**config.mk**
```make
export PLATFORM = sky130hd
export DESIGN_NAME = prs_sqrt
export DESIGN_NICKNAME = d
export VERILOG_FILES = /design/src/rtl/prs_sqrt.sv
export SDC_FILE = /design/constraint.sdc
export NUM_CORES = 1
export LEC_CHECK = 0
export BUFFER_PORTS_ARGS = -buffer_cell sky130_fd_sc_hd__buf_2
export CAP_MARGIN = 10
export CORE_MARGIN = 2
export CORE_UTILIZATION = 25
export DETAILED_ROUTE_END_ITERATION = 10
export PLACE_DENSITY = 0.43
export SYNTH_ARGS = -nofsm -noshare
export SYNTH_HDL_FRONTEND = slang
export SYNTH_SLANG_ARGS = --single-unit
```
**constraint.sdc**
```tcl
create_clock -name clk_i -period 11.02 [get_ports clk_i]
set_clock_uncertainty 0.2 [all_clocks]
set_input_delay 0.551 -clock clk_i [delete_from_list [all_inputs] [get_ports clk_i]]
set_output_delay 0.551 -clock clk_i [all_outputs]
set_load 0.02 [all_outputs]
```
**src/rtl/prs_sqrt.sv**
```systemverilog
// Iterative integer square root: each step consumes two radicand bits and yields one root bit.
module prs_sqrt (
  input  logic        clk_i,
  input  logic        rst_ni,
  input  logic        start_i,
  input  logic [65:0] val_i,
  output logic        done_o,
  output logic [32:0] root_o
);
  logic [65:0] n_q, n_d;
  logic [65:0] root_q, root_d;
  logic [65:0] bit_q, bit_d;
  logic        busy_q, busy_d;
  logic        done_q, done_d;

  // One digit per cycle, restoring form
  always_comb begin
    n_d = n_q; root_d = root_q; bit_d = bit_q;
    busy_d = busy_q; done_d = 1'b0;
    if (start_i) begin
      n_d = val_i; root_d = '0; bit_d = 66'd1 << 64; busy_d = 1'b1;
    end else if (busy_q) begin
      if (n_q >= root_q + bit_q) begin
        n_d = n_q - (root_q + bit_q);
        root_d = (root_q >> 1) + bit_q;
      end else begin
        root_d = root_q >> 1;
      end
      bit_d = bit_q >> 2;
      if (bit_q[0]) begin
        busy_d = 1'b0; done_d = 1'b1;
      end
    end
  end

  always_ff @(posedge clk_i or negedge rst_ni) begin
    if (!rst_ni) begin
      busy_q <= 1'b0; done_q <= 1'b0;
    end else begin
      busy_q <= busy_d; done_q <= done_d;
    end
  end

  always_ff @(posedge clk_i) begin
    n_q <= n_d; root_q <= root_d; bit_q <= bit_d;
  end

  assign done_o = done_q;
  assign root_o = root_q[32:0];
endmodule

```
==> results of run 1 <==
## area by class of cell
class | count | area, um2
fillers | 6849 | 45600
inverters | 38 | 143
repair buffers | 116 | 624
well taps | 846 | 1060
clock inverters | 14 | 180
clock buffers | 18 | 429
flip-flops and latches | 167 | 4020
multi-input cells | 1720 | 11100
## power by group
part / internal [mW] / leakage [nW] / switching, mW
sequential: 0.906 / 1.51 / 0.188
clock: 0.344 / 0.301 / 0.317
combinational: 1.04 / 4.95 / 1.81
total: 2.29 / 6.76 / 2.32
## Yosys cell counts (17+ instances only)
master,n
xnor2_1,64
buf_4,35
a21oi_1,156
dfxtp_1,99
xor2_1,63
o21a_1,17
o21bai_1,32
a31o_2,18
a2111oi_0,20
a211oi_1,22
nand4_1,47
inv_1,37
nand3_1,39
clkbuf_1,95
nor3_1,52
ha_1,134
a31oi_1,56
and3_1,24
or3_1,38
nor2b_1,18
a311oi_1,43
mux2i_1,35
o21ai_0,188
a21o_1,49
nor2_1,203
edfxtp_1,66
nand2_1,223
## cells by family (layout without fill, tap and decap cells)
group	Yosys count	after routing	synth area share
AO/OA/AOI/OAI	702	702	0.283
XOR/XNOR	127	127	0.0696
adder cells (fa/ha/maj)	135	135	0.106
buffers and inverters	186	186	0.0542
flip-flops	167	167	0.251
multiplexers	38	38	0.0240
AND/OR/NAND/NOR	718	718	0.212
## per-stage QoR
step / std cells / util / hold WS, ns
2_1_floorplan: 2073 / - / 0.0554
4_1_cts: 2919 / 0.278 / 0.0757
3_5_place_dp: 2886 / 0.268 / 0.159
5_1_grt: 2919 / 0.278 / 0.102
6_report: 2919 / 0.278 / 0.120
3_3_place_gp: 2886 / 0.268 / 0.160
## layer usage
metal	share of wire	vias up
met4	0.028	0
met5	0	-
li1	-	7706
met2	0.44	390
met1	0.50	7453
met3	0.041	68
## tightest hold or removal path, cell delays in order
cell and delay [ns]:
buf_2 0.08, nand2_1 0.04, o21ai_0 0.05
## worst min-delay path by stage
| stage | start | end | cells after the start |
|---|---|---|---|
| 2_1_floorplan | rst_ni | busy_q$_DFF_PN0_ | 0 |
| 5_1_grt | val_i[62] | n_q[62]$_DFFE_PP_ | 3 |
| 3_5_place_dp | rst_ni | done_o$_DFF_PN0_ | 1 |
| 3_3_place_gp | rst_ni | done_o$_DFF_PN0_ | 1 |
| 6_report | val_i[62] | n_q[62]$_DFFE_PP_ | 3 |
| 4_1_cts | val_i[62] | n_q[62]$_DFFE_PP_ | 3 |
## registers in the layout, indices dropped and copies added, names as in the netlist
| signal | flops |
|---|---|
| n_q | 66 |
| root_q | 66 |
| busy_q | 1 |
| done_o | 1 |
| bit_q | 33 |
==> flow_summary_export.csv, run 1 <==
group,metric,value,unit
global_routing,grt_max_degree,85,
critical_path,critPathRequiredTime,10.94,ns
sta,slew_headroom,0.299,
critical_path,cp_num_buf_inv,3,
outcome,status,"finished, final reports clean",
die,start_util,0.253,
logic_synthesis,synth_ff_type,"dfxtp_1",
sta,setup-tns-final,0,ns
logic_synthesis,synth_area,16000,um2
critical_path,crit_arrival,7.27,ns
cells_and_area,final_cell_mix,"nand2_1, nor2_1, o21ai_0, a21oi_1, ha_1",
route,wire_per_inst,19.4,um
global_routing,antenna_found_initial,0,
die,core-area,63200,um2
sta,rsz0062_at_grt,"no",
die,die_h,257,um
sta,fin_crit,7.34,ns
critical_path,critPathMaxFanout,66,
critical_path,cp-end-kind,"register",
sta,setup_violations,0,
min_path,hp-class,"in2reg",
critical_path,path_class,"reg2reg",
sta,finalHoldViolations,0,
clock_network,clock_latency,0.51,ns
clock_network,cts_tree,"built",
logic_synthesis,yosysTopAreaCellShare,0.124,
die,rows,92,
critical_path,cp_slowest_stage_delay,0.70,ns
route,drc,0,
route,via_count,15600,
global_routing,gr-usage-met3,0.0271,
route,drt_iter0_markers,1125,
global_routing,met1_usage,0.242,
logic_synthesis,synth_edf_count,66,
clock_network,cts-buffers-inserted,17,
route,viasPerCell,5.35,
critical_path,crit_chain,"ha_1 > a31o_2 > a31oi_1 > o21ai_0 > a2111oi_0 > buf_4 > o21ai_0 > a21oi_1 > o21ai_1 > a21oi_1 > o21bai_1 > o31ai_1 > ha_1 > nand4_1 > nor2_1 > nand4b_1 > nor3_2 > a211oi_1 > and3_2 > buf_4 > o21ai_4 > buf_4",
critical_path,cp.depth,22,
cells_and_area,antennaDiodeCount,0,
cells_and_area,area_growth,9.90,%
cells_and_area,final_cell_area,17600,um2
logic_synthesis,synth_nets,2277,
logic_synthesis,yosys.area.top_type,"dfxtp_1",
global_routing,grt_busiest_layer,"met2",
global_routing,grt_use_total,0.170,
clock_network,cts_resized,0,
route,routed_wl,56700,um
cells_and_area,drive_gt1_frac,0.0926,
global_routing,use_met2,0.258,
power,peakVddDrop,133,uV
critical_path,cp-startpoint,"root_q[2]$_SDFFE_PP0P_",
clock_network,cts_sinks,167,
clock_network,clock-root-buffer,"clkbuf_16",
critical_path,r2r_cells,22,
clock_network,cts_setup_buffers,0,
sta,tightest_slew,1.04,ns
placed_design,dp_slack,3.73,ns
job,maxCapViolCount,0,
route,dr.pass1.iters,5,
global_routing,first_global_vias,14800,
critical_path,regToRegSetupSlack,3.68,ns
logic_synthesis,syn_area_per_cell,7.71,um2
critical_path,crit_slowest_cell,"buf_4",
route,ant_nets,0,
die,chipWidth,257,um
die,die-area,66000,um2
logic_synthesis,synth.top_cells.by_area,"dfxtp_1, edfxtp_1, ha_1",
clock_network,path_clk_slew,0.08,ns
sta,maxSlewViolCount,0,
sta,layout_setup_ws,3.68,ns
cells_and_area,mostFrequentLayoutCell,"nand2_1",
logic_synthesis,synth_warnings,0,
power,cellLeakagePower,6.76,nW
cells_and_area,final_nets,2264,
power,total_power,4.61,mW
critical_path,critical-path-top-delay-family,"compound AO/OA/AOI/OAI gates",
placed_design,io_buffers,102,
critical_path,cp-start-kind,"register",
critical_path,r2r-end,"n_q[9]$_DFFE_PP_",
logic_synthesis,synth-seq-cells,167,
critical_path,cpMostUsedCell,"buf_4",
critical_path,worstSetupEndpoint,"n_q[9]$_DFFE_PP_",
die,io_pins,103,
placed_design,place_area,17000,um2
clock_network,ctsHoldBuffers,1,
global_routing,grt_pass1_wl,87700,um
logic_synthesis,ys_seq_area_frac,0.251,
logic_synthesis,syn_inst,2073,
critical_path,r2r-start,"root_q[2]$_SDFFE_PP0P_",
placed_design,routabilityCongestion,0.876,
sta,post-route-period-util,0.666,
sta,fmax,136,MHz
placed_design,place_hpwl,43700,um
logic_synthesis,yosysUniqueCellTypes,83,
global_routing,grt_overflow_total,0,
clock_network,cts_buffer_depth,2,
logic_synthesis,synthArstFlopShare,0.0120,
power,pwr_density_cell,262,nW/um2
clock_network,cts-htree-levels,4,
(Power assumes the default switching activity.)
==> run 2: changes to the inputs <==
- ABC_AREA: unset -> 1
- PLACE_DENSITY: 0.43 -> 0.41
- clock period: 11.02 -> 7.1 ns (I/O delays scaled with it)
==> run 2 against run 1 <==
Register-to-register slack lost 2.8 ns; global-route usage is 4.8 points higher; sequential power increased by 61%; die area up 25%; area after synthesis grew 25%; highest routed layer unchanged; critical path type unchanged; non-clock buffer count up 67; largest power group unchanged; sequential share of layout area down 5.1 points; critical path depth rose by 2; cell count is 60% higher; flip-flop and latch count unchanged; via count up 44%; first-iteration DRC count increased by 77%.
==> flow_summary_export.csv, run 2 <==
group,metric,value,unit
outcome,status,"finished, final reports clean",
route,routed_wl,91000,um
clock_network,clock_latency,0.52,ns
logic_synthesis,synth_xor_area_frac,0.0437,
logic_synthesis,synth.top_cells.by_area,"nand2_1, dfxtp_1, edfxtp_1",
critical_path,r2r-start,"root_q[20]$_SDFFE_PP0P_",
clock_network,path_clk_slew,0.07,ns
global_routing,antenna_found_initial,1,
sta,setup_violations,0,
route,drt_iter0_markers,1990,
clock_network,cts-buffers-inserted,17,
critical_path,crit_slowest_cell,"dfxtp_1",
route,via_count,22500,
sta,fmax,161,MHz
logic_synthesis,synth_ff_type,"dfxtp_1",
die,io_pins,103,
critical_path,crit_arrival,6.21,ns
sta,fin_crit,6.22,ns
cells_and_area,drive_gt1_frac,0.0600,
logic_synthesis,yosysTopAreaCellShare,0.211,
die,chipWidth,287,um
die,start_util,0.253,
cells_and_area,reg_top3,"n_q: 66 flops, root_q: 66 flops, bit_q: 33 flops",
power,pwr_density_cell,374,nW/um2
logic_synthesis,synth_common_cells,"nand2_1, inv_1, nor2_1, nand3_1, a21oi_1",
route,viasPerCell,4.81,
logic_synthesis,synth-seq-cells,167,
logic_synthesis,syn_inst,3514,
cells_and_area,final_cell_mix,"nand2_1, inv_1, nor2_1, nand3_1, a21oi_1",
power,peakVddDrop,200,uV
clock_network,cts_sinks,167,
min_path,whs_endpoint,"n_q[30]$_DFFE_PP_",
critical_path,r2r_cells,24,
sta,setup-tns-final,0,ns
cells_and_area,utilization,0.285,
cells_and_area,final_nets,3807,
logic_synthesis,synth_mux_area_frac,0,
logic_synthesis,syn_area_per_cell,5.71,um2
placed_design,routabilityCongestion,0.927,
critical_path,path_class,"reg2reg",
cells_and_area,mostFrequentLayoutCell,"nand2_1",
critical_path,critPathRequiredTime,7.09,ns
logic_synthesis,synth_fa_ha_area_frac,0.0846,
sta,tightest_slew,0.986,ns
critical_path,cp-end-kind,"register",
clock_network,clock-root-buffer,"clkbuf_16",
sta,slew_headroom,0.336,
min_path,hp-class,"in2reg",
logic_synthesis,synth_edf_count,66,
placed_design,io_buffers,102,
cells_and_area,area_growth,12.8,%
clock_network,cts_tree,"built",
logic_synthesis,synth_warnings,0,
sta,finalHoldViolations,0,
critical_path,cp_slowest_stage_delay,0.63,ns
die,core-area,79300,um2
sta,rsz0062_at_grt,"no",
logic_synthesis,synthArstFlopShare,0.0120,
clock_network,cts-htree-levels,4,
job,maxCapViolCount,0,
logic_synthesis,ys_seq_area_frac,0.200,
placed_design,place_hpwl,75600,um
min_path,min_delay_path_depth,3,
die,die-area,82500,um2
sta,maxSlewViolCount,0,
logic_synthesis,synth_area,20100,um2
global_routing,grt_pass1_wl,135000,um
logic_synthesis,yosysMostFrequentCell,"nand2_1",
clock_network,cts_buffer_depth,2,
route,ant_nets,0,
min_path,min-delay-start,"val_i[30]",
global_routing,first_global_vias,20800,
logic_synthesis,yosysUniqueCellTypes,47,
global_routing,grt_overflow_total,0,
route,drc,0,
critical_path,regToRegSetupSlack,0.88,ns
route,wire_per_inst,19.5,um
route,dr.pass1.iters,5,
logic_synthesis,synth_nets,3718,
global_routing,grt_use_total,0.218,
sta,post-route-period-util,0.876,
global_routing,grt_max_degree,79,
critical_path,crit_chain,"ha_1 > nand2_1 > nor2_1 > inv_1 > nor3_1 > nand2_1 > nor3_1 > a21oi_1 > o21ai_0 > xor2_1 > ha_1 > nand2_1 > nor2_1 > nand2_1 > nor2_1 > nand2_1 > nor2_1 > nor2_1 > nand2_2 > nor2_2 > nand2_4 > nand2_2 > nand2_4 > buf_12",
die,die_h,287,um
power,cellLeakagePower,10.3,nW
critical_path,r2r-end,"n_q[13]$_DFFE_PP_",
critical_path,critPathMaxFanout,40,
logic_synthesis,post_synth_and_or_nand_nor_area_fraction,0.418,
critical_path,cp-start-kind,"register",
logic_synthesis,synth_top_family_by_area,"simple AND/OR/NAND/NOR gates",
logic_synthesis,yosys.area.top_type,"nand2_1",
die,rows,103,
logic_synthesis,synth_compound_area_frac,0.133,
[run 2: cell count changes after synthesis, moves of 27 or more]
cell,before,now
nand2_1,223,1126
inv_1,37,456
nand3_1,39,324
nor2_1,203,412
a21oi_1,156,256
a31oi_1,56,2
a311oi_1,43,0
clkbuf_1,95,52
or3_1,38,0
a21o_1,49,14
mux2i_1,35,0
nor3_1,52,25
[run 2: how the worst max path moves through the flow]
stage,cells past startpoint,to,slack (ns),startpoint
floorplan,24,n_q[0]$_DFFE_PP_,1.73,bit_q[10]$_SDFFE_PP0P_
global placement,21,n_q[13]$_DFFE_PP_,0.70,root_q[20]$_SDFFE_PP0P_
detailed placement,24,n_q[13]$_DFFE_PP_,0.82,root_q[20]$_SDFFE_PP0P_
CTS,24,n_q[13]$_DFFE_PP_,0.79,root_q[20]$_SDFFE_PP0P_
global route,24,n_q[13]$_DFFE_PP_,0.19,root_q[20]$_SDFFE_PP0P_
finish,24,n_q[13]$_DFFE_PP_,0.88,root_q[20]$_SDFFE_PP0P_
[run 2: timing repair]
action | in CTS | in global routing
resized for setup | 0 | 0
hold buffers | 60 | 0
hold endpoints to repair | 60 | 0
buffers inserted | 0 | 0
[run 2: metal layers]
| layer | vias up | wire length [um] | track usage |
|---|---|---|---|
| li1 | 11400 | - | - |
| met1 | 10300 | 44700 | 0.311 |
| met2 | 608 | 40000 | 0.346 |
| met3 | 67 | 4520 | 0.0267 |
| met4 | 0 | 1730 | 0.0529 |
| met5 | - | 0 | 0 |
[run 2: cell families (layout without fill, tap and decap cells)]
logic type      after synthesis  after routing
flops                       167            167
simple gates               2018           2018
xor+xnor                    100            100
other cells                   0              1
compound gates              508            508
buf+inv                     586            688
fa+ha+maj                   135            135
[run 2: cell type report]
type | instances | area (um2)
multi-input cells | 2761 | 13600
repair buffers | 183 | 1300
clock inverters | 14 | 128
fillers | 9132 | 56600
well taps | 1050 | 1310
inverters | 473 | 1780
clock buffers | 18 | 439
diodes | 1 | 2.50
flip-flops and latches | 167 | 4020
[run 2: through the flow]
stage / hold WS, ns / instances / power (mW) / instance area, um2 / worst slack, ns
CTS: 0.00342 / 4666 / 8.47 / 22600 / 0.794
detailed placement: -0.0417 / 4574 / 7.42 / 21400 / 0.823
global route: 0.0296 / 4666 / 9.21 / 22600 / 0.194
global placement: -0.0386 / 4574 / 7.45 / 21400 / 0.705
floorplan: -0.141 / 3514 / 5.67 / 20100 / 1.73
finish: 0.0187 / 4667 / 8.45 / 22600 / 0.883
[run 2: power by group]
group | switching (mW) | total [mW] | internal [mW]
clock network | 0.527 | 1.00 | 0.473
registers | 0.330 | 1.75 | 1.42
logic | 3.87 | 5.70 | 1.83
[run 2: critical path: cells and delay by family, from the launching register on]
| kind | cells | cell delay (ns) |
|---|---|---|
| simple gates | 17 | 3.30 |
| xor+xnor | 1 | 0.12 |
| buf+inv | 2 | 0.39 |
| fa+ha+maj | 2 | 0.69 |
| flops | 1 | 0.63 |
| compound gates | 2 | 0.50 |
