**src/rtl/prs_pkg.sv**
```systemverilog
// Shared types, constants and helpers for the particle repulsion step block.
package prs_pkg;

  localparam int unsigned MaxParticles = 64;
  localparam int unsigned IdxW = $clog2(MaxParticles);
  localparam int unsigned CntW = $clog2(MaxParticles + 1);

  // Action codes
  localparam logic [1:0] ActSpawn = 2'd0;
  localparam logic [1:0] ActStep  = 2'd1;
  localparam logic [1:0] ActRead  = 2'd2;

  // Status codes
  localparam logic [2:0] StSpawned = 3'd0;
  localparam logic [2:0] StFull    = 3'd1;
  localparam logic [2:0] StStepped = 3'd2;
  localparam logic [2:0] StReadOk  = 3'd3;
  localparam logic [2:0] StEmpty   = 3'd4;

  // Register indexes
  localparam logic [1:0] RegRadius  = 2'd0;
  localparam logic [1:0] RegGravity = 2'd1;
  localparam logic [1:0] RegDamping = 2'd2;
  localparam logic [1:0] RegLife    = 2'd3;

  // Saturate a 34-bit signed value to 32 bits
  function automatic logic signed [31:0] sat34(input logic signed [33:0] v);
    logic signed [31:0] r;
    r = v[31:0];
    if (v > 34'sh0_7FFF_FFFF) r = 32'sh7FFF_FFFF;
    else if (v < -34'sh0_8000_0000) r = 32'sh8000_0000;
    return r;
  endfunction

  // Divider request / response between top and divide unit
  typedef struct packed {
    logic               start;
    logic signed [33:0] num_hi; // dividend is num_hi * 65536
    logic [32:0]        den;
  } div_req_t;

  typedef struct packed {
    logic               done;
    logic signed [50:0] quo;
  } div_rsp_t;

endpackage

```
**src/rtl/prs_div.sv**
```systemverilog
// Iterative signed divider, one quotient bit per cycle, truncating toward zero.
module prs_div (
  input  logic              clk_i,
  input  logic              rst_ni,
  input  prs_pkg::div_req_t req_i,
  output prs_pkg::div_rsp_t rsp_o
);
  localparam int unsigned NW = 50;
  logic [NW-1:0] num_q, num_d;
  logic [NW-1:0] quo_q, quo_d;
  logic [33:0]   rem_q, rem_d;
  logic [32:0]   den_q, den_d;
  logic          neg_q, neg_d;
  logic [5:0]    cnt_q, cnt_d;
  logic          busy_q, busy_d, done_q, done_d;
  logic [33:0]   mag;
  logic [34:0]   trial;

  always_comb begin
    num_d = num_q; quo_d = quo_q; rem_d = rem_q; den_d = den_q;
    neg_d = neg_q; cnt_d = cnt_q; busy_d = busy_q; done_d = 1'b0;
    mag = req_i.num_hi[33] ? 34'(-req_i.num_hi) : 34'(req_i.num_hi);
    trial = {rem_q, num_q[NW-1]} - {2'b0, den_q};
    if (req_i.start) begin
      num_d = {mag, 16'h0}; quo_d = '0; rem_d = '0; den_d = req_i.den;
      neg_d = req_i.num_hi[33]; cnt_d = 6'(NW - 1); busy_d = 1'b1;
    end else if (busy_q) begin
      if (!trial[34]) begin
        rem_d = trial[33:0]; quo_d = {quo_q[NW-2:0], 1'b1};
      end else begin
        rem_d = {rem_q[32:0], num_q[NW-1]}; quo_d = {quo_q[NW-2:0], 1'b0};
      end
      num_d = {num_q[NW-2:0], 1'b0};
      if (cnt_q == '0) begin
        busy_d = 1'b0; done_d = 1'b1;
      end else begin
        cnt_d = cnt_q - 6'd1;
      end
    end
  end

  always_ff @(posedge clk_i or negedge rst_ni) begin
    if (!rst_ni) begin
      busy_q <= 1'b0; done_q <= 1'b0;
    end else begin
      busy_q <= busy_d; done_q <= done_d;
    end
  end

  always_ff @(posedge clk_i) begin
    num_q <= num_d; quo_q <= quo_d; rem_q <= rem_d; den_q <= den_d;
    neg_q <= neg_d; cnt_q <= cnt_d;
  end

  assign rsp_o.done = done_q;
  assign rsp_o.quo  = neg_q ? -$signed({1'b0, quo_q}) : $signed({1'b0, quo_q});
endmodule

```
**config.mk**
```make
export PLATFORM = sky130hd
export DESIGN_NAME = prs_div
export DESIGN_NICKNAME = d
export VERILOG_FILES = /design/src/rtl/prs_pkg.sv /design/src/rtl/prs_div.sv
export SDC_FILE = /design/constraint.sdc
export NUM_CORES = 1
export LEC_CHECK = 0
export ABC_AREA = 1
export BUFFER_PORTS_ARGS = -buffer_cell sky130_fd_sc_hd__buf_2
export CORE_UTILIZATION = 54
export DETAILED_ROUTE_END_ITERATION = 16
export PLACE_DENSITY = 0.87
export SLEW_MARGIN = 5
export SYNTH_ARGS = -nofsm -noshare
export SYNTH_HDL_FRONTEND = slang
export SYNTH_SLANG_ARGS = --single-unit
```
**constraint.sdc**
```tcl
create_clock -name clk_i -period 2.08 [get_ports clk_i]
set_clock_uncertainty 0.15 [all_clocks]
set_input_delay 0.416 -clock clk_i [delete_from_list [all_inputs] [get_ports clk_i]]
set_output_delay 0.416 -clock clk_i [all_outputs]
set_load 0.1 [all_outputs]
```
==> impl_metrics.env, run 1 <==
export IMPL_outcome="did not finish"
export IMPL_lastStage="global routing"
export IMPL_stop_error="[ERROR GRT-0116] Global routing finished with congestion. Check the congestion regions in the DRC Viewer."
export IMPL_dp_cells=2268
export IMPL_gp_congestion=1.08
export IMPL_grt_pass1_wl_um=114000
export IMPL_yosys_top_cells_area="edfxtp_1 (18%), nand2_1 (16%), dfxtp_1 (16%), inv_1 (9.2%), xor2_1 (5.4%)"
export IMPL_syn_inst=1630
export IMPL_dieHeight_um=145
export IMPL_synth_top_area_cell="edfxtp_1"
export IMPL_synthArstFlopShare=0.0125
export IMPL_grt_max_degree=64
export IMPL_synth_edf_count=68
export IMPL_ys_ff_latch=160
export IMPL_grt_ovfl_total=115
export IMPL_synth_common_cells="nand2_1 (482), inv_1 (271), nor2_1 (151), nand3_1 (110), dfxtp_1 (90)"
export IMPL_ys_flop_type="dfxtp_1"
export IMPL_ys_types=52
export IMPL_syn_num_nets=1738
export IMPL_clockBufferDepth=2
export IMPL_synth_area_mm2=0.0111
export IMPL_syn_avg_cell_area_um2=6.81
export IMPL_synth_most_common_cell="nand2_1"
export IMPL_num_io_pins=122
export IMPL_yosysWarnings=0
export IMPL_num_rows=52
export IMPL_ys_seq_area_frac=0.351
export IMPL_root_buffer="clkbuf_16"
export IMPL_dp_hpwl_um=29400
export IMPL_grt_use_total=0.710
export IMPL_cts_htree_levels=4
export IMPL_die_w_um=145
export IMPL_start_util=0.551
export IMPL_cts_sinks=160
export IMPL_grt_pass1_vias=18100
export IMPL_cts_made_buffers=17
export IMPL_portBuffers=121
export IMPL_synth_top_cell_area_share=0.184
-- logic make-up after synthesis --
kind of cell | after synthesis | share of synthesized area
xor+xnor | 83 | 0.0655
fa+ha+maj | 38 | 0.0435
flops | 160 | 0.351
compound gates | 177 | 0.0919
buf+inv | 319 | 0.115
simple gates | 853 | 0.333
-- through the flow --
| step | setup TNS (ps) | setup WS (ps) | util | hold slack, ps | cell area (um^2) |
|---|---|---|---|---|---|
| after floorplan | -16790 | -589 | - | -29.6 | 12100 |
| after global placement | -15770 | -386 | 0.785 | 63.5 | 15800 |
| after detailed placement | -26540 | -555 | 0.785 | 72.7 | 15800 |
| after CTS | -47140 | -992 | 0.900 | 0.107 | 18100 |
-- layer usage --
| layer | GRT overflow | GRT usage |
|---|---|---|
| met1 | 2 | 0.714 |
| met2 | 73 | 0.918 |
| met3 | 0 | 0.507 |
| met4 | 40 | 0.727 |
| met5 | 0 | 0.0909 |
-- what timing repair did --
| item | in CTS |
|---|---|
| resized for setup | 219 |
| setup buffers | 45 |
| endpoints found under the setup margin | 85 |
| cloned | 10 |
| pin swaps | 85 |
| hold buffers | 22 |
| hold endpoints to repair | 23 |
==> run 2, diff against run 1 <==
Settings changed: CORE_UTILIZATION 54 to 40, PLACE_DENSITY 0.87 to not set, PLACE_DENSITY_LB_ADDON set to 0.15.
Clock period 2.08 ns to 2.7 ns, I/O delays scaled along.
==> run 2 against run 1 <==
Effect of this change:
- the flow now finishes, with violations (setup timing)
- synthesized cell count unchanged
- area after synthesis unchanged
==> impl_metrics.env, run 2 <==
export IMPL_outcome="finished with violations"
export IMPL_violations="setup timing"
export IMPL_synth_edf_count=68
export IMPL_seq_area_mm2=0.00391
export IMPL_portBuffers=121
export IMPL_yosys_top_cells_area="edfxtp_1 (18%), nand2_1 (16%), dfxtp_1 (16%), inv_1 (9.2%), xor2_1 (5.4%)"
export IMPL_root_buffer="clkbuf_16"
export IMPL_crit_arrival_ps=2400
export IMPL_ys_ff_latch=160
export IMPL_post_route_period_util=1.15
export IMPL_clk_pin_slew_ps=80
export IMPL_path_cells="inv_2 -> ha_4 -> nand3_4 -> nor2_4 -> nand3_4 -> nor2_4 -> nand2_4 -> nor3_4 -> buf_6 -> a21oi_4 -> nand3b_1 -> nand2_4 -> buf_12"
export IMPL_hold_viol=0
export IMPL_clockBufferDepth=2
export IMPL_via_count=10800
export IMPL_dr_pass1_iters=5
export IMPL_synth_common_cells="nand2_1 (482), inv_1 (271), nor2_1 (151), nand3_1 (110), dfxtp_1 (90)"
export IMPL_regMostFlops="quo_q"
export IMPL_slowest_stage="dfxtp_1"
export IMPL_max_stage_delay_ps=310
export IMPL_drive_above_1_share=0.227
export IMPL_dp_hpwl_um=24800
export IMPL_worstHoldPathType="in -> reg"
export IMPL_die_w_um=169
export IMPL_fill_cells=2609
export IMPL_rsz0062_at_grt="true"
export IMPL_cts_sinks=160
export IMPL_stdcell_area_mm2=0.0152
export IMPL_setup_viol=41
export IMPL_critical_path_class="reg -> out"
export IMPL_fmax_mhz=323
export IMPL_ys_flop_type="dfxtp_1"
export IMPL_grt_pass1_wl_um=52800
export IMPL_drv_cap=0
export IMPL_syn_inst=1630
export IMPL_routed_wirelength_um=32500
export IMPL_grt_max_degree=50
export IMPL_synth_top_area_cell="edfxtp_1"
export IMPL_crit_buf_inv=3
export IMPL_multi_input_area_mm2=0.00706
export IMPL_syn_num_nets=1738
export IMPL_layout_cells_most_common="nand2_1"
export IMPL_cp_start_kind="register"
export IMPL_nNetsFinal=1924
export IMPL_relSlewSlack=0.634
export IMPL_num_io_pins=122
export IMPL_synth_top_cell_area_share=0.184
export IMPL_num_rows=60
export IMPL_syn_avg_cell_area_um2=6.81
export IMPL_core_area_mm2=0.0271
export IMPL_synth_most_common_cell="nand2_1"
export IMPL_final_cell_mix="nand2_1 (464), inv_1 (264), nor2_1 (132)"
export IMPL_cp_top_family="simple AND/OR/NAND/NOR gates"
export IMPL_ant_nets=0
export IMPL_largest_reg_flops=50
export IMPL_dieArea_mm2=0.0284
export IMPL_power_density_mw_per_mm2=381
export IMPL_tightest_slew_ps=548
export IMPL_worstPathMaxFanout=6
export IMPL_fin_util=0.561
export IMPL_grt_ovfl_total=0
export IMPL_finalWorstSetupSlack_ps=-394
export IMPL_yosysWarnings=0
export IMPL_drt_iter0_drc=558
export IMPL_cts_made_buffers=17
export IMPL_place_area_mm2=0.0139
export IMPL_leakage_nw=7.33
export IMPL_final_setup_tns_ps=-9530
export IMPL_vias_per_cell=4.90
export IMPL_diodes=0
export IMPL_cp_required_ps=2010
export IMPL_dieHeight_um=169
export IMPL_cp_end_kind="output pin"
export IMPL_area_delta_synth_final_pct=37.0
export IMPL_slew_violations=0
export IMPL_grt_pass1_vias=10500
export IMPL_fin_crit_ps=3090
export IMPL_holdWs_ps=121
export IMPL_post_route_drc_count=0
export IMPL_grt_use_total=0.233
export IMPL_ir_worst_vdd_uv=395
export IMPL_biggestRegsByFlops="quo_q: 50 flops, num_q: 34 flops, rem_q: 34 flops"
export IMPL_synthArstFlopShare=0.0125
export IMPL_start_util=0.410
export IMPL_clock_insertion_delay_worst_skew_ps=440
export IMPL_antenna_found_initial=0
export IMPL_synth_area_mm2=0.0111
export IMPL_cts_htree_levels=4
export IMPL_gp_congestion=0.934
export IMPL_routedWlPerCell_um=14.8
export IMPL_ys_types=52
export IMPL_ys_seq_area_frac=0.351
export IMPL_cts_tree="yes"
-- run 2: cell counts after synthesis --
Identical to the previous run, type by type.
-- run 2: timing repair --
item                       in CTS  in global routing
hold buffers                    1                  0
resized for setup              70                 51
pin swaps                      12                 25
setup endpoints to repair      40                 56
hold endpoints to repair        2                  0
buffers inserted                7                 11
-- run 2: final timing paths --
kind | from | endpoint | slack, ps | cells after the start
setup / recovery | quo_q[1]$_SDFFE_PP0P_ | rsp_o[42] | -390 | 13
hold / removal | req_i[5] | den_q[5]$_DFFE_PP_ | 120 | 1
setup reg to reg | num_q[49]$_DFFE_PP_ | rem_q[27]$_SDFFE_PP0P_ | 190 | 15
max in group asynchronous | rst_ni | busy_q$_DFF_PN0_ | 2020 | 2
hold reg to reg | rem_q[1]$_SDFFE_PP0P_ | rem_q[1]$_SDFFE_PP0P_ | 320 | 2
min in group asynchronous | rst_ni | done_q$_DFF_PN0_ | 280 | 2
-- run 2: cells by family after synthesis --
group | share of synthesized area
AO/OA/AOI/OAI | 0.0919
XOR/XNOR | 0.0655
adder cells (fa/ha/maj) | 0.0435
buffers and inverters | 0.115
flip-flops | 0.351
AND/OR/NAND/NOR | 0.333
-- run 2: area by class of cell --
cell class | instances | area share
clock buffers | 20 | 0.0308
clock inverters | 12 | 0.00872
inverters | 278 | 0.0688
multi-input cells | 1151 | 0.464
flip-flops and latches | 160 | 0.257
well taps | 372 | 0.0306
repair buffers | 208 | 0.140
-- run 2: power by group --
| part | total, mW | switching (mW) | internal (mW) |
|---|---|---|---|
| Sequential | 2.68 | 0.0390 | 2.64 |
| Combinational | 0.628 | 0.406 | 0.222 |
| Clock | 2.49 | 1.18 | 1.31 |
| Total | 5.80 | 1.62 | 4.18 |
-- run 2: through the flow --
step                setup slack, ps  total power, mW  std cells
CTS                            -367             5.85       2191
floorplan                      -356             3.12       1630
global route                   -504             6.04       2201
finish                         -394             5.80       2201
detailed placement             -125             3.35       2151
global placement              -60.8             3.34       2151
-- run 2: worst reg2reg max path: stages (launching register included) --
cell      delay, ps
edfxtp_1        340
inv_1            60
ha_1            240
fa_2            370
inv_1           110
nand3_1         110
nand3_2         130
nand2_2          70
nand2_2         100
nand2_4          90
nand2_4         100
nand2_1          70
nand2_1         230
nand2_1         120
nand2_1          80
nand2_1          40
-- run 2: layer usage --
layer | vias to the layer above | GRT usage | wire, um | part of all wire
li1 | 5539 | - | - | -
met1 | 4987 | 0.296 | 14600 | 0.45
met2 | 226 | 0.407 | 16000 | 0.49
met3 | 36 | 0.0337 | 1230 | 0.038
met4 | 0 | 0.0747 | 590 | 0.018
met5 | - | 0 | 0 | 0
Power figures use the tool's default switching activity.
==> run 3, diff against run 2 <==
Settings changed: CORE_ASPECT_RATIO set to 0.7.
Clock period 2.7 ns to 2.5 ns, I/O delays scaled along.
==> run 3 against run 2 <==
Effect of this change:
- the flow still finishes with violations (setup timing)
- worst hold slack got worse by 63 ps
- clock power rose by 9.2%
- combinational power rose by 19%
- die area barely moved
- wire length rose by 10%
- via count rose by 6.3%
- highest routed layer unchanged
==> impl_metrics.env, run 3 (synthesis gave the netlist of run 2 again) <==
export IMPL_cp_start_kind="register"
export IMPL_grt_pass1_vias=10200
export IMPL_stdcell_area_mm2=0.0163
export IMPL_worstRegToRegCells=14
export IMPL_post_route_period_util=1.23
export IMPL_portBuffers=121
export IMPL_start_util=0.411
export IMPL_fin_crit_ps=3080
export IMPL_leakage_nw=7.83
export IMPL_dieArea_mm2=0.0284
export IMPL_core_area_mm2=0.0270
export IMPL_vias_per_cell=5.04
export IMPL_area_delta_synth_final_pct=46.8
export IMPL_diodes=0
export IMPL_p_seq_frac=0.455
export IMPL_hold_viol=0
export IMPL_crit_arrival_ps=2430
export IMPL_use_met2=0.335
export IMPL_dp_hpwl_um=26400
export IMPL_clock_insertion_delay_worst_skew_ps=460
export IMPL_drive_above_1_share=0.296
export IMPL_power_frac_clock=0.427
export IMPL_grt_ovfl_total=0
export IMPL_relSlewSlack=0.645
export IMPL_worstReg2RegStart="den_q[0]$_DFFE_PP_"
export IMPL_grt_use_total=0.246
export IMPL_via_count=11500
export IMPL_cp_required_ps=1850
export IMPL_cp_end_kind="output pin"
export IMPL_dp_cells=2205
export IMPL_final_cell_mix="nand2_1 (448), inv_1 (259), buf_4 (135)"
export IMPL_grt_max_degree=50
export IMPL_ir_worst_vdd_uv=476
export IMPL_routed_wirelength_um=35800
export IMPL_clockBufferDepth=2
export IMPL_num_io_pins=122
export IMPL_root_buffer="clkbuf_16"
export IMPL_fmax_mhz=324
export IMPL_post_route_drc_count=0
export IMPL_fin_util=0.603
export IMPL_fill_cells=2416
export IMPL_routedWlPerCell_um=15.8
export IMPL_worstHoldPathType="in -> reg"
export IMPL_gr_usage_met1=0.394
export IMPL_cts_tree="yes"
export IMPL_min_to="den_q[17]$_DFFE_PP_"
export IMPL_ant_nets=0
export IMPL_slew_violations=0
export IMPL_r2r_slack_ps=60
export IMPL_grt_busiest_layer="met1"
export IMPL_dp_slack_ps=-134
export IMPL_finalWorstSetupSlack_ps=-584
export IMPL_min_from="req_i[17]"
export IMPL_p_comb_frac=0.118
export IMPL_grt_pass1_wl_um=55000
export IMPL_outcome="finished with violations"
export IMPL_clk_pin_slew_ps=80
export IMPL_switchingPower_mw=1.77
export IMPL_dieHeight_um=141
export IMPL_drt_iter0_drc=1039
export IMPL_antenna_found_initial=0
export IMPL_holdWs_ps=57.3
export IMPL_fin_cells=2276
export IMPL_cts_htree_levels=4
export IMPL_violations="setup timing"
export IMPL_cts_sinks=160
export IMPL_worstPathMaxFanout=4
export IMPL_power_density_mw_per_mm2=390
export IMPL_dr_pass1_iters=5
export IMPL_multi_input_area_mm2=0.00741
export IMPL_seq_area_mm2=0.00392
export IMPL_cts_made_buffers=17
export IMPL_critical_path_class="reg -> out"
export IMPL_largest_reg_flops=50
export IMPL_p_total_mw=6.36
export IMPL_nNetsFinal=2007
export IMPL_die_w_um=201
export IMPL_gp_congestion=1.03
export IMPL_rsz0062_at_grt="true"
export IMPL_grt_use_met3=0.0425
export IMPL_switching_share=0.278
export IMPL_r2r_end="rem_q[24]$_SDFFE_PP0P_"
export IMPL_holdPathStages=1
export IMPL_drv_cap=0
export IMPL_p_int_mw=4.59
export IMPL_regMostFlops="quo_q"
export IMPL_layout_cells_most_common="nand2_1"
export IMPL_final_setup_tns_ps=-17340
export IMPL_num_rows=50
export IMPL_biggestRegsByFlops="quo_q: 50 flops, num_q: 34 flops, rem_q: 34 flops"
export IMPL_setup_viol=46
export IMPL_place_area_mm2=0.0146
export IMPL_tightest_slew_ps=537
## run 3: cell types whose count changed in the layout (fill, tap and decap cells not counted), sizes merged
cell	change
nand2	+2
bufinv	+1
inv	+2
buf	+78
clkinvlp	-2
clkbuf	+2
## run 3: worst max path at each step
stage                           from   endpoint  cells after the start
2_1_floorplan        neg_q$_DFFE_PP_   rsp_o[1]                      3
3_3_place_gp   quo_q[0]$_SDFFE_PP0P_  rsp_o[26]                     13
3_5_place_dp   quo_q[0]$_SDFFE_PP0P_  rsp_o[26]                     13
4_1_cts        quo_q[3]$_SDFFE_PP0P_  rsp_o[31]                     10
5_1_grt        quo_q[0]$_SDFFE_PP0P_  rsp_o[42]                     13
6_report       quo_q[9]$_SDFFE_PP0P_  rsp_o[31]                     10
## run 3: power groups by stage
| stage | Combinational, mW | Sequential [mW] | Clock, mW |
|---|---|---|---|
| 6_report | 0.748 | 2.89 | 2.72 |
| 5_1_grt | 0.829 | 2.91 | 2.87 |
| 4_1_cts | 0.711 | 2.90 | 2.76 |
| 3_5_place_dp | 0.695 | 2.95 | 0 |
| 3_3_place_gp | 0.687 | 2.95 | 0 |
| 2_1_floorplan | 0.432 | 2.94 | 0 |
## run 3: layout make-up
class,instances,share of cell area
Clock buffer,19,0.0278
Timing Repair Buffer,289,0.177
Clock inverter,13,0.00875
Multi-Input combinational cell,1153,0.454
Inverter,278,0.0642
Sequential cell,160,0.240
Tap cell,364,0.0279
## run 3: worst max-delay path: stages, from the launching register on
cell and delay [ps]:
dfxtp_2 350, nor2_1 100, inv_1 60, nor3_1 280, nand3_4 160, o21ai_4 190, nand2_4 80, a21oi_4 230
buf_12 140, xor2_4 180, buf_12 190
## run 3: timing repair
| item | CTS | global route |
|---|---|---|
| pin swaps | 33 | 32 |
| buffers inserted | 19 | 14 |
| hold endpoints to repair | 2 | 0 |
| resized for setup | 107 | 82 |
| endpoints found under the setup margin | 47 | 83 |
| hold buffers | 1 | 0 |
| gates cloned | 0 | 6 |
## run 3: routing by layer
metal | wire length [um] | vias to the layer above
met3 | 3110 | 26
met4 | 369 | 0
met5 | 0 | -
met2 | 14100 | 473
li1 | - | 5737
met1 | 18300 | 5227
